<file path="src/rtl/ptt_pkg.sv">
// ---------------------------------------------------------------------------
// ptt_pkg: shared types and constants of the periodic task timer table
// Command codes, sequencer states and result limits.
// ---------------------------------------------------------------------------
`default_nettype none

package ptt_pkg;

    localparam int unsigned KIND_W   = 3;
    localparam int unsigned SLOT_W   = 3;
    localparam int unsigned ARG_W    = 16;
    localparam int unsigned FIELD_W  = 16;
    localparam int unsigned TIME_W   = 32;
    localparam int unsigned MAX_FIRE = 8;
    localparam int unsigned FCNT_W   = 4;

    typedef enum logic [KIND_W-1:0] {
        KIND_TICK     = 3'd0,
        KIND_ADD      = 3'd1,
        KIND_REMOVE   = 3'd2,
        KIND_DISPATCH = 3'd3,
        KIND_SET_TIME = 3'd4
    } kind_t;

    typedef enum logic [4:0] {
        ST_IDLE  = 5'b00001,
        ST_READ  = 5'b00010,
        ST_EVAL  = 5'b00100,
        ST_FLUSH = 5'b01000,
        ST_RESP  = 5'b10000
    } state_t;

endpackage

`default_nettype wire

</file>
<file path="src/rtl/ptt_if.sv">
// ---------------------------------------------------------------------------
// ptt_if: command and result channels
// Valid/ready channels carrying one command word and one result word.
// ---------------------------------------------------------------------------
`default_nettype none

interface ptt_cmd_if;
    logic        valid;
    logic        ready;
    logic [2:0]  kind;
    logic [2:0]  slot;
    logic [15:0] first_delay;
    logic [15:0] period_ticks;
    logic [15:0] task_argument;
    logic [31:0] new_time;

    modport source (
        output valid, kind, slot, first_delay, period_ticks, task_argument, new_time,
        input  ready
    );
    modport sink (
        input  valid, kind, slot, first_delay, period_ticks, task_argument, new_time,
        output ready
    );
endinterface

interface ptt_res_if;
    logic        valid;
    logic        ready;
    logic        fire;
    logic [2:0]  fired_slot;
    logic [15:0] fired_argument;
    logic [31:0] time_now;
    logic        last;

    modport source (
        output valid, fire, fired_slot, fired_argument, time_now, last,
        input  ready
    );
    modport sink (
        input  valid, fire, fired_slot, fired_argument, time_now, last,
        output ready
    );
endinterface

`default_nettype wire

</file>
<file path="src/rtl/ptt_slot_ram.sv">
// ---------------------------------------------------------------------------
// ptt_slot_ram: slot record storage
// One write port, one read port with registered read data.
// ---------------------------------------------------------------------------
`default_nettype none

module ptt_slot_ram #(
    parameter int unsigned DEPTH = 8,
    parameter int unsigned WIDTH = 48
) (
    input  wire logic                                     clk,
    input  wire logic                                     wr_en,
    input  wire logic [((DEPTH > 1) ? $clog2(DEPTH) : 1)-1:0] wr_addr,
    input  wire logic [WIDTH-1:0]                         wr_data,
    input  wire logic                                     rd_en,
    input  wire logic [((DEPTH > 1) ? $clog2(DEPTH) : 1)-1:0] rd_addr,
    output logic      [WIDTH-1:0]                         rd_data
);

    logic [WIDTH-1:0] mem [DEPTH];
    logic [WIDTH-1:0] rd_data_reg;

    always_ff @(posedge clk)
    begin
        if (wr_en)
        begin
            mem[wr_addr] <= wr_data;
        end
    end

    always_ff @(posedge clk)
    begin
        if (rd_en)
        begin
            rd_data_reg <= mem[rd_addr];
        end
    end

    assign rd_data = rd_data_reg;

endmodule

`default_nettype wire

</file>
<file path="src/rtl/ptt_count_unit.sv">
// ---------------------------------------------------------------------------
// ptt_count_unit: shared countdown unit
// Decrement one countdown and reload it from the period on expiry.
// ---------------------------------------------------------------------------
`default_nettype none

module ptt_count_unit #(
    parameter int unsigned COUNT_WIDTH = 16
) (
    input  wire logic [COUNT_WIDTH-1:0] count,
    input  wire logic [COUNT_WIDTH-1:0] period,
    output logic      [COUNT_WIDTH-1:0] count_next,
    output logic                        expire
);

    logic [COUNT_WIDTH-1:0] dec;

    always_comb
    begin
        dec = (count != '0) ? (count - COUNT_WIDTH'(1)) : '0;
        expire = (dec == '0);
        count_next = expire ? period : dec;
    end

endmodule

`default_nettype wire

</file>
<file path="src/rtl/periodic_task_timer_table.sv">
// ---------------------------------------------------------------------------
// periodic_task_timer_table: table of periodic task slots with a ms counter
//
// cmd carries one command word per handshake (tick, add, remove, dispatch,
// set time); res returns result words, each tagged with last on the final
// word of a command. cmd.ready is high only while the sequencer is idle.
// Add, remove, set time and unknown kinds go to the response state for
// their single result word. Tick and dispatch walk the slot records one
// slot at a time (RAM read, then countdown/compare); dispatch returns up
// to 8 words, one per due slot, in slot order. The walk is set by the
// single read port of the slot RAM and the one shared countdown unit.
// Results sit in an output register: a stalled res.ready holds the word and
// pauses the walk at the next word to emit; a new command is still taken
// while the last word of the previous one waits.
// Reset frees all slots, clears due flags and zeroes the time counter; the
// slot RAM itself is not cleared, the occupied flags guard it.
// ---------------------------------------------------------------------------
`default_nettype none

module periodic_task_timer_table
    import ptt_pkg::*;
#(
    parameter int unsigned NUM_SLOTS   = 8,
    parameter int unsigned COUNT_WIDTH = 16
) (
    input  wire logic clk,
    input  wire logic rst_n,
    ptt_cmd_if.sink   cmd,
    ptt_res_if.source res
);

    localparam int unsigned IDX_W = (NUM_SLOTS > 1) ? $clog2(NUM_SLOTS) : 1;
    localparam int unsigned REC_W = 2 * COUNT_WIDTH + ARG_W;

    state_t                 state_reg, state_next;
    kind_t                  kind_reg, kind_next;
    logic [IDX_W-1:0]       idx_reg, idx_next;
    logic [FCNT_W-1:0]      n_reg, n_next;
    logic [IDX_W-1:0]       pend_slot_reg, pend_slot_next;
    logic [ARG_W-1:0]       pend_arg_reg, pend_arg_next;
    logic [TIME_W-1:0]      time_reg, time_next;
    logic [NUM_SLOTS-1:0]   occupied_reg, occupied_next;
    logic [NUM_SLOTS-1:0]   due_reg, due_next;

    logic                   res_valid_reg, res_valid_next;
    logic                   res_fire_reg, res_fire_next;
    logic [SLOT_W-1:0]      res_slot_reg, res_slot_next;
    logic [ARG_W-1:0]       res_arg_reg, res_arg_next;
    logic                   res_last_reg, res_last_next;
    logic [TIME_W-1:0]      res_time_reg, res_time_next;

    logic                   wr_en;
    logic [IDX_W-1:0]       wr_addr;
    logic [REC_W-1:0]       wr_data;
    logic                   rd_en;
    logic [REC_W-1:0]       rd_data;

    logic [COUNT_WIDTH-1:0] rec_count;
    logic [COUNT_WIDTH-1:0] rec_period;
    logic [ARG_W-1:0]       rec_arg;
    logic [COUNT_WIDTH-1:0] count_upd;
    logic                   expire;

    logic                   cmd_fire;
    logic                   out_free;
    logic                   slot_ok;
    logic [IDX_W-1:0]       cmd_idx;
    logic                   at_end;
    logic                   hit;

    assign rec_count  = rd_data[REC_W-1 -: COUNT_WIDTH];
    assign rec_period = rd_data[ARG_W +: COUNT_WIDTH];
    assign rec_arg    = rd_data[ARG_W-1:0];

    ptt_slot_ram #(
        .DEPTH (NUM_SLOTS),
        .WIDTH (REC_W)
    ) u_ram (
        .clk     (clk),
        .wr_en   (wr_en),
        .wr_addr (wr_addr),
        .wr_data (wr_data),
        .rd_en   (rd_en),
        .rd_addr (idx_reg),
        .rd_data (rd_data)
    );

    ptt_count_unit #(
        .COUNT_WIDTH (COUNT_WIDTH)
    ) u_count (
        .count      (rec_count),
        .period     (rec_period),
        .count_next (count_upd),
        .expire     (expire)
    );

    assign cmd.ready = (state_reg == ST_IDLE);
    assign cmd_fire  = cmd.valid && cmd.ready;
    assign out_free  = !res_valid_reg || res.ready;
    assign slot_ok   = ({4'b0, cmd.slot} < 7'(NUM_SLOTS));
    assign cmd_idx   = IDX_W'(cmd.slot);
    assign at_end    = (idx_reg == IDX_W'(NUM_SLOTS - 1));
    assign hit       = occupied_reg[idx_reg] && due_reg[idx_reg];

    always_comb
    begin
        state_next     = state_reg;
        kind_next      = kind_reg;
        idx_next       = idx_reg;
        n_next         = n_reg;
        pend_slot_next = pend_slot_reg;
        pend_arg_next  = pend_arg_reg;
        time_next      = time_reg;
        occupied_next  = occupied_reg;
        due_next       = due_reg;

        res_valid_next = res_valid_reg && !res.ready;
        res_fire_next  = res_fire_reg;
        res_slot_next  = res_slot_reg;
        res_arg_next   = res_arg_reg;
        res_last_next  = res_last_reg;
        res_time_next  = res_time_reg;

        wr_en   = 1'b0;
        wr_addr = idx_reg;
        wr_data = {count_upd, rec_period, rec_arg};
        rd_en   = 1'b0;

        case (state_reg)
            ST_IDLE:
            begin
                if (cmd_fire)
                begin
                    kind_next  = kind_t'(cmd.kind);
                    idx_next   = '0;
                    n_next     = '0;
                    state_next = ST_RESP;
                    case (kind_t'(cmd.kind))
                        KIND_TICK:
                        begin
                            time_next  = time_reg + TIME_W'(1);
                            state_next = ST_READ;
                        end
                        KIND_ADD:
                        begin
                            if (slot_ok)
                            begin
                                occupied_next[cmd_idx] = 1'b1;
                                due_next[cmd_idx]      = 1'b0;
                                wr_en   = 1'b1;
                                wr_addr = cmd_idx;
                                wr_data = {COUNT_WIDTH'(cmd.first_delay),
                                           COUNT_WIDTH'(cmd.period_ticks),
                                           cmd.task_argument};
                            end
                        end
                        KIND_REMOVE:
                        begin
                            if (slot_ok)
                            begin
                                occupied_next[cmd_idx] = 1'b0;
                                due_next[cmd_idx]      = 1'b0;
                            end
                        end
                        KIND_DISPATCH:
                        begin
                            state_next = ST_READ;
                        end
                        KIND_SET_TIME:
                        begin
                            time_next = cmd.new_time;
                        end
                        default:
                        begin
                            state_next = ST_RESP;
                        end
                    endcase
                end
            end

            ST_READ:
            begin
                rd_en      = 1'b1;
                state_next = ST_EVAL;
            end

            ST_EVAL:
            begin
                if (kind_reg == KIND_TICK)
                begin
                    if (occupied_reg[idx_reg])
                    begin
                        wr_en = 1'b1;
                        if (expire)
                        begin
                            due_next[idx_reg] = 1'b1;
                        end
                    end
                    if (at_end)
                    begin
                        state_next = ST_RESP;
                    end
                    else
                    begin
                        idx_next   = idx_reg + IDX_W'(1);
                        state_next = ST_READ;
                    end
                end
                else if (!hit || n_reg == '0 || out_free)
                begin
                    if (hit)
                    begin
                        if (n_reg != '0)
                        begin
                            res_valid_next = 1'b1;
                            res_fire_next  = 1'b1;
                            res_slot_next  = SLOT_W'(pend_slot_reg);
                            res_arg_next   = pend_arg_reg;
                            res_last_next  = 1'b0;
                            res_time_next  = time_reg;
                        end
                        pend_slot_next    = idx_reg;
                        pend_arg_next     = rec_arg;
                        n_next            = n_reg + FCNT_W'(1);
                        due_next[idx_reg] = 1'b0;
                        if (rec_period == '0)
                        begin
                            occupied_next[idx_reg] = 1'b0;
                        end
                    end
                    if (hit && n_reg == FCNT_W'(MAX_FIRE - 1))
                    begin
                        state_next = ST_FLUSH;
                    end
                    else if (at_end)
                    begin
                        state_next = (hit || n_reg != '0) ? ST_FLUSH : ST_RESP;
                    end
                    else
                    begin
                        idx_next   = idx_reg + IDX_W'(1);
                        state_next = ST_READ;
                    end
                end
            end

            ST_FLUSH:
            begin
                if (out_free)
                begin
                    res_valid_next = 1'b1;
                    res_fire_next  = 1'b1;
                    res_slot_next  = SLOT_W'(pend_slot_reg);
                    res_arg_next   = pend_arg_reg;
                    res_last_next  = 1'b1;
                    res_time_next  = time_reg;
                    state_next     = ST_IDLE;
                end
            end

            ST_RESP:
            begin
                if (out_free)
                begin
                    res_valid_next = 1'b1;
                    res_fire_next  = 1'b0;
                    res_slot_next  = '0;
                    res_arg_next   = '0;
                    res_last_next  = 1'b1;
                    res_time_next  = time_reg;
                    state_next     = ST_IDLE;
                end
            end

            default:
            begin
                state_next = ST_IDLE;
            end
        endcase
    end

    always_ff @(posedge clk or negedge rst_n)
    begin
        if (!rst_n)
        begin
            state_reg     <= ST_IDLE;
            kind_reg      <= KIND_TICK;
            idx_reg       <= '0;
            n_reg         <= '0;
            time_reg      <= '0;
            occupied_reg  <= '0;
            due_reg       <= '0;
            res_valid_reg <= 1'b0;
        end
        else
        begin
            state_reg     <= state_next;
            kind_reg      <= kind_next;
            idx_reg       <= idx_next;
            n_reg         <= n_next;
            time_reg      <= time_next;
            occupied_reg  <= occupied_next;
            due_reg       <= due_next;
            res_valid_reg <= res_valid_next;
        end
    end

    always_ff @(posedge clk)
    begin
        pend_slot_reg <= pend_slot_next;
        pend_arg_reg  <= pend_arg_next;
        res_fire_reg  <= res_fire_next;
        res_slot_reg  <= res_slot_next;
        res_arg_reg   <= res_arg_next;
        res_last_reg  <= res_last_next;
        res_time_reg  <= res_time_next;
    end

    assign res.valid          = res_valid_reg;
    assign res.fire           = res_fire_reg;
    assign res.fired_slot     = res_slot_reg;
    assign res.fired_argument = res_arg_reg;
    assign res.time_now       = res_time_reg;
    assign res.last           = res_last_reg;

    a_due_needs_occupied: assert property (
        @(posedge clk) disable iff (!rst_n)
        (due_reg & ~occupied_reg) == '0
    ) else $error("due flag set on a free slot");

    a_fire_count_bound: assert property (
        @(posedge clk) disable iff (!rst_n)
        n_reg <= FCNT_W'(MAX_FIRE)
    ) else $error("dispatch took more than the result limit");

    a_flush_has_pending: assert property (
        @(posedge clk) disable iff (!rst_n)
        state_reg == ST_FLUSH |-> n_reg != '0
    ) else $error("final dispatch word without a pending slot");

    a_nonlast_fires: assert property (
        @(posedge clk) disable iff (!rst_n)
        res_valid_reg && !res_last_reg |-> res_fire_reg
    ) else $error("non-final word that names no task");

    a_busy_no_accept: assert property (
        @(posedge clk) disable iff (!rst_n)
        state_reg != ST_IDLE |-> !cmd.ready
    ) else $error("command taken during a walk");

endmodule

`default_nettype wire

</file>
<file path="src/flat_wrapper.sv">
// flat-port wrapper written by rule: the top's interface ports become plain ports
module periodic_task_timer_table_flat import ptt_pkg::*;
#(
    parameter int unsigned NUM_SLOTS   = 8,
    parameter int unsigned COUNT_WIDTH = 16
)
  (clk, rst_n, cmd_valid, cmd_kind, cmd_slot, cmd_first_delay, cmd_period_ticks, cmd_task_argument, cmd_new_time, cmd_ready, res_valid, res_fire, res_fired_slot, res_fired_argument, res_time_now, res_last, res_ready);
  ptt_cmd_if cmd_i ();
  ptt_res_if res_i ();
  input  wire logic clk;
  input  wire logic rst_n;
  input wire logic [$bits(cmd_i.valid)-1:0] cmd_valid;
  input wire logic [$bits(cmd_i.kind)-1:0] cmd_kind;
  input wire logic [$bits(cmd_i.slot)-1:0] cmd_slot;
  input wire logic [$bits(cmd_i.first_delay)-1:0] cmd_first_delay;
  input wire logic [$bits(cmd_i.period_ticks)-1:0] cmd_period_ticks;
  input wire logic [$bits(cmd_i.task_argument)-1:0] cmd_task_argument;
  input wire logic [$bits(cmd_i.new_time)-1:0] cmd_new_time;
  output wire logic [$bits(cmd_i.ready)-1:0] cmd_ready;
  output wire logic [$bits(res_i.valid)-1:0] res_valid;
  output wire logic [$bits(res_i.fire)-1:0] res_fire;
  output wire logic [$bits(res_i.fired_slot)-1:0] res_fired_slot;
  output wire logic [$bits(res_i.fired_argument)-1:0] res_fired_argument;
  output wire logic [$bits(res_i.time_now)-1:0] res_time_now;
  output wire logic [$bits(res_i.last)-1:0] res_last;
  input wire logic [$bits(res_i.ready)-1:0] res_ready;
  assign cmd_i.valid = cmd_valid;
  assign cmd_i.kind = cmd_kind;
  assign cmd_i.slot = cmd_slot;
  assign cmd_i.first_delay = cmd_first_delay;
  assign cmd_i.period_ticks = cmd_period_ticks;
  assign cmd_i.task_argument = cmd_task_argument;
  assign cmd_i.new_time = cmd_new_time;
  assign cmd_ready = cmd_i.ready;
  assign res_valid = res_i.valid;
  assign res_fire = res_i.fire;
  assign res_fired_slot = res_i.fired_slot;
  assign res_fired_argument = res_i.fired_argument;
  assign res_time_now = res_i.time_now;
  assign res_last = res_i.last;
  assign res_i.ready = res_ready;
  periodic_task_timer_table #(.NUM_SLOTS(NUM_SLOTS), .COUNT_WIDTH(COUNT_WIDTH)) u_core (.clk(clk), .rst_n(rst_n), .cmd(cmd_i), .res(res_i));
endmodule
</file>
<file path="config.mk">
export PLATFORM = sky130hd
export DESIGN_NAME = periodic_task_timer_table_flat
export DESIGN_NICKNAME = d
export VERILOG_FILES = /design/src/rtl/ptt_pkg.sv /design/src/rtl/ptt_if.sv /design/src/rtl/ptt_slot_ram.sv /design/src/rtl/ptt_count_unit.sv /design/src/rtl/periodic_task_timer_table.sv /design/src/flat_wrapper.sv
export SDC_FILE = /design/constraint.sdc
export NUM_CORES = 1
export LEC_CHECK = 0
export ABC_AREA = 1
export BUFFER_PORTS_ARGS = -buffer_cell sky130_fd_sc_hd__buf_2
export CORE_AREA = 10 10 208 210
export CTS_CLUSTER_DIAMETER = 30
export DETAILED_ROUTE_END_ITERATION = 6
export DIE_AREA = 0 0 218 220
export PLACE_DENSITY_LB_ADDON = 0.05
export SLEW_MARGIN = 25
export SYNTH_ARGS = -nofsm -noshare
export SYNTH_HDL_FRONTEND = slang
export SYNTH_SLANG_ARGS = --single-unit
</file>
<file path="constraint.sdc">
create_clock -name clk -period 6.7 [get_ports clk]
set_input_delay 0.335 -clock clk [delete_from_list [all_inputs] [get_ports clk]]
set_output_delay 0.335 -clock clk [all_outputs]
set_load 0.02 [all_outputs]
</file>
* After elaboration in Yosys (flattened, before gate mapping) *
Memories as Yosys holds them, arrays and structs flattened. A register that Yosys moved wholly into a read port is not among the register bits.
Cells that the tools add are included.

storage, ports and cells
  word-level logic and storage cells = 196
  memory bits (read-only) = 0
  latch bits = 0
  memory bits (writable) = 384
  flip-flop bits (word level) = 136
  output and inout bits = 55
  bits of input ports = 90
  memories kept = 1

cells by class
  order comparisons = 4
  div/mod/pow operators = 0
  $mul = 0
  bitwise gates (word level) = 9
  shift operators = 0
  reductions and logical operators = 37
  equal/unequal tests = 27
  add/subtract/negate cells = 4
  mux-type cells = 99

memory list
  memory            depth  width  read ports  clocked after Yosys merged registers in  write ports  RTL line            RTL
  u_core.u_ram.mem  8      48     1           1                                        1            ptt_slot_ram.sv:20  logic [WIDTH-1:0] mem [DEPTH];

operators with widths
  operator                                                               number
  32-bit two-way mux                                                     5
  48-bit two-way mux                                                     3
  16-bit two-way mux                                                     8
  32-bit case mux with 2 select lines                                    2
  8-bit two-way mux                                                      12
  16-bit case mux with 3 select lines                                    1
  8-bit case mux with 2 select lines                                     3
  5-bit two-way mux                                                      9
  3-bit two-way mux                                                      14
  32-bit by 1-bit adder with 32-bit output (second input constant)       1
  8-bit AND                                                              4
  16-bit logical NOT                                                     2
  1-bit two-way mux                                                      26
  7-bit AND reduction                                                    3
  5-bit case mux with 4 select lines                                     1
  4-bit two-way mux                                                      4
  8-bit inverter                                                         2
  8-bit bitwise OR                                                       2
  16-bit nonzero test                                                    1
  16-bit by 1-bit subtractor with 16-bit output (second input constant)  1
  2-bit by 1-bit != test with 1-bit output (second input constant)       7
  3-bit case mux with 3 select lines                                     1
  3-bit by 4-bit < comparator with 1-bit output (second input constant)  2
  4-bit case mux with 2 select lines                                     1
  other kinds (36)                                                       65

* Depth between registers and ports, before layout *
  depth after elaboration = 11
  depth in mapped cells = 18
  gate-level depth less buffers = 17

* Modules after synthesis *
Synthesis repeated with hierarchy kept, for this count alone.

second synthesis, totals
  cell total of the unflattened synthesis = 2782
  area, all modules = 26536.7 um^2

by module, submodules not included
  module                     cells an instance  times used  area each (um^2)
  ptt_slot_ram               1725               1           18151.2
  periodic_task_timer_table  894                1           7542.2
  ptt_count_unit             163                1           843.3

* Least setup slack after synthesis *
Ideal clock, no wire load.

  path kind = flip-flop to flip-flop
  from = register u_core.state_reg[2]
  to = register u_core.state_reg[0]
  library setup time = 86 ps
  path slack = 887 ps
  data arrival time = 5727 ps
  required time = 6614 ps
  buffers on the path = 0
  cell stages (with the launch flop) = 7
  clock period less this slack = 5813 ps
  cell sequence = dfrtp_1 nor2_1 inv_1 nor4_1 inv_1 nand3_1 o21ai_0

between the ends
  cells in the longest elaborated chain, start to end = 4
  elaborated cells on any way between the ends = 12

ends and longest elaborated chain
  element                                                                                            RTL line                          RTL
  start, declared                                                                                    periodic_task_timer_table.sv:35   state_t state_reg, state_next;
  start signal, assigned                                                                             periodic_task_timer_table.sv:297  state_reg <= state_next;
  5-bit by 4-bit == test with 1-bit output, or another cell as far along                             periodic_task_timer_table.sv:129  case (state_reg)
  2-bit OR reduction (no source line) / 1-bit logical AND (equally long branches)                    --
  2-bit by 1-bit != test with 1-bit output (no source line) / 2-bit != test (equally long branches)  --
  3-bit AND reduction (no source line)                                                               --

Several ways; a longest one is shown, not always the timed one.
A chain may end at the register's enable or synchronous reset.

* Worst setup path after layout *
  from = register u_core.state_reg[3]
  to = memory u_core.u_ram.mem[0][34] (enable)

between the ends
  cells in the longest elaborated chain, start to end = 6
  elaborated cells on any way between the ends = 9

ends and longest elaborated chain
  element                                   RTL line                                                           RTL
  5-bit by 1-bit == test with 1-bit output  periodic_task_timer_table.sv:97, periodic_task_timer_table.sv:129
  1-bit logical AND                         periodic_task_timer_table.sv:98                                    assign cmd_fire = cmd.valid && cmd.ready;
  1-bit two-way mux                         periodic_task_timer_table.sv:132                                   if (cmd_fire)
  1-bit case mux with 2 select lines        periodic_task_timer_table.sv:129
  1-bit two-way mux                         ptt_slot_ram.sv:25                                                 if (wr_en)
  1-bit two-way mux (not written as such)   ptt_slot_ram.sv:27                                                 mem[wr_addr] <= wr_data;
  end, declared                             ptt_slot_ram.sv:20

Several ways; a longest one is shown, not always the timed one.

==> flow_metrics.env <==
export IMPL_drtAntennaViolNets=0
export IMPL_fmax_mhz=229
export IMPL_io_pins=145
export IMPL_place_inst=2477
export IMPL_avgSynthCellArea_um2=12.5
export IMPL_fin_ws_ns=2.32
export IMPL_grt_usage_pct=25.1
export IMPL_ir_drop_mv=0.367
export IMPL_root_buffer="clkbuf_16"
export IMPL_firstDrtPassIters=7
export IMPL_path_delay_family="simple AND/OR/NAND/NOR gates"
export IMPL_die_area_um2=48000
export IMPL_rrSetupSlack_ns=2.32
export IMPL_outcome="finished, violations left"
export IMPL_p_leak_nw=10.7
export IMPL_first_global_vias=15532
export IMPL_worst_slew_pin_slew_ns=0.972
export IMPL_max_stage_delay_ns=0.77
export IMPL_critPathBufInv=4
export IMPL_post_place_ws_ns=2.32
export IMPL_synth_seq_area_share_pct=72.5
export IMPL_fillers=2681
export IMPL_fin_area_um2=28300
export IMPL_yosys_top_cells_area="edfxtp_1, nand2_1, dfrtp_1, inv_1, nand4_1"
export IMPL_cts_buffers=107
export IMPL_drt_wl_total_um=60000
export IMPL_ys_seq_elements=568
export IMPL_finish_net_count=2169
export IMPL_p_per_area_nw_per_um2=382
export IMPL_synth_fp_nets=1947
export IMPL_overflow=0
export IMPL_clock_sinks=568
export IMPL_worstPathArrival_ns=4.65
export IMPL_die_width_um=218
export IMPL_cp_start_kind="register"
export IMPL_setup_tns_ns=0
export IMPL_rsz0062_at_grt="false"
export IMPL_worstPathMaxFanout=26
export IMPL_ys_types=47
export IMPL_clockBufferDepth=3
export IMPL_area_growth_pct=22.6
export IMPL_drive_gt1_share_pct=18.9
export IMPL_synth_area_um2=23100
export IMPL_synth_top_area_share_pct=65.5
export IMPL_placed_cell_area_um2=24500
export IMPL_grt_pass1_wl_um=92400
export IMPL_route_detailed_drc=1
export IMPL_viasPerCell=5.86
export IMPL_total_power_mw=10.8
export IMPL_antenna_found_initial=0
export IMPL_rows=73
export IMPL_dpl_hpwl_um=35900
export IMPL_skew_ns=0.0434
export IMPL_stdcell_count=2693
export IMPL_cts_tree="done"
export IMPL_largest_reg_flops=384
export IMPL_avgRoutedWirePerCell_um=22.3
export IMPL_synthCells=1851
export IMPL_hp_class="in -> reg"
export IMPL_n_antenna_cell=0
export IMPL_grt_max_degree=65
export IMPL_finalHoldViolations=0
export IMPL_cap_violations=0
export IMPL_slew_limit_headroom_pct=35.0
export IMPL_synth_top_area_cell="edfxtp_1"
export IMPL_die_h_um=220
export IMPL_worstSetupPathType="reg -> reg"
export IMPL_drt_initial_drc_count=1869
export IMPL_cts_setup_buffers=0
export IMPL_fin_crit_sh_pct=65.3
export IMPL_crit_chain="nor2_1 -> nand4_1 -> nor2_1 -> inv_2 -> nor2_4 -> buf_4 -> inv_2 -> o21ai_0 -> nand2_1 -> nor2_4 -> buf_4"
export IMPL_violations="DRC"
export IMPL_gp_congestion=0.862
export IMPL_yosys_most_used_dff="edfxtp_1"
export IMPL_worstSkewPairLatency_ns=0.65
export IMPL_cts_max_level=3
export IMPL_vias=15778
export IMPL_worst_hold_slack_ns=0.0286
export IMPL_yosysWarnings=0
export IMPL_setup_worst_path_end_class="register"
export IMPL_synthArstFlopShare_pct=11.3
export IMPL_final_cell_mix="edfxtp_1, nand2_1, buf_2, inv_1, clkbuf_16"
export IMPL_io_buffers=144
export IMPL_layout_commonest_cell="edfxtp_1"
export IMPL_postLayoutCoreUtil_pct=72.1
export IMPL_initial_core_util_pct=58.8
export IMPL_cp_slowest_cell="nor2_4"
export IMPL_cts_clk_slew_worst_paths_ns=0.05
export IMPL_cp_required_ns=6.98
export IMPL_synth_edff_count=504
export IMPL_core_area_um2=39300
export IMPL_setup_viol=0
export IMPL_final_max_slew_viol_count=0
export IMPL_layout_min_cycle_time_ns=4.38
## worst reg2reg max path, delay by kind of cell (launching register included)
kind / cells / cell delay, ns
AO/OA/AOI/OAI: 1 / 0.33
flip-flops: 1 / 0.39
AND/OR/NAND/NOR: 6 / 2.18
buffers and inverters: 4 / 1.14
## cell families after synthesis
group                    after synthesis  synth area share, %
adder cells (fa/ha/maj)                6                0.325
AND/OR/NAND/NOR                      746                 14.0
AO/OA/AOI/OAI                        288                 8.64
XOR/XNOR                              16                0.607
flip-flops                           568                 72.5
buffers and inverters                227                 3.94
## repair_timing
item	4_1_cts	5_1_grt
gates resized for setup	0	0
hold endpoints to repair	73	0
hold buffers	11	0
## report_power, final
group	internal, mW	total, mW	switching, mW	leakage, nW
Clock	3.45	5.30	1.85	1.73
Sequential	4.23	4.43	0.206	5.38
Combinational	0.321	1.07	0.752	3.62
## path summary, 6_finish.rpt
path / from / end / cells after the start
worst max-delay path: u_core.state_reg[3] / u_core.u_ram.mem[0][34] / 11
worst min-delay path: cmd_new_time[0] / u_core.time_reg[0] / 5
worst max register to register: u_core.state_reg[3] / u_core.u_ram.mem[0][34] / 11
worst min register to register: register / register / 2
max in group asynchronous: rst_n / u_core.res.valid / 3
min in group asynchronous: rst_n / u_core.time_reg[31] / 3
## layout make-up
| cell class | count | area, um^2 | share of cell area [%] |
|---|---|---|---|
| Timing Repair Buffer | 187 | 1110 | 3.92 |
| Multi-Input combinational cell | 1056 | 5580 | 19.7 |
| Clock inverter | 77 | 886 | 3.13 |
| Tap cell | 525 | 657 | 2.32 |
| Clock buffer | 127 | 2770 | 9.79 |
| Inverter | 153 | 577 | 2.04 |
| Sequential cell | 568 | 16700 | 59.1 |
## per-layer routing
metal,part of all wire (%),wire length [um],vias to the layer above,global-route usage (%)
met2,48,28500,769,39.3
met1,42,25100,7709,35.1
met4,2.2,1290,0,8.47
met5,0,0,-,0
met3,8.4,5030,99,4.42
li1,-,-,7201,-
## synth_stat cells, types with 25 or more instances
| cell type | instances |
|---|---|
| clkbuf_1 | 39 |
| inv_1 | 142 |
| a221oi_1 | 46 |
| nor3_1 | 25 |
| nand3_1 | 75 |
| nor2_1 | 96 |
| nand4_1 | 69 |
| dfrtp_1 | 63 |
| nand2_1 | 438 |
| edfxtp_1 | 504 |
| o21ai_0 | 85 |
| a22o_1 | 41 |
| a22oi_1 | 52 |
Note: power is estimated with default switching activity, not from simulation.
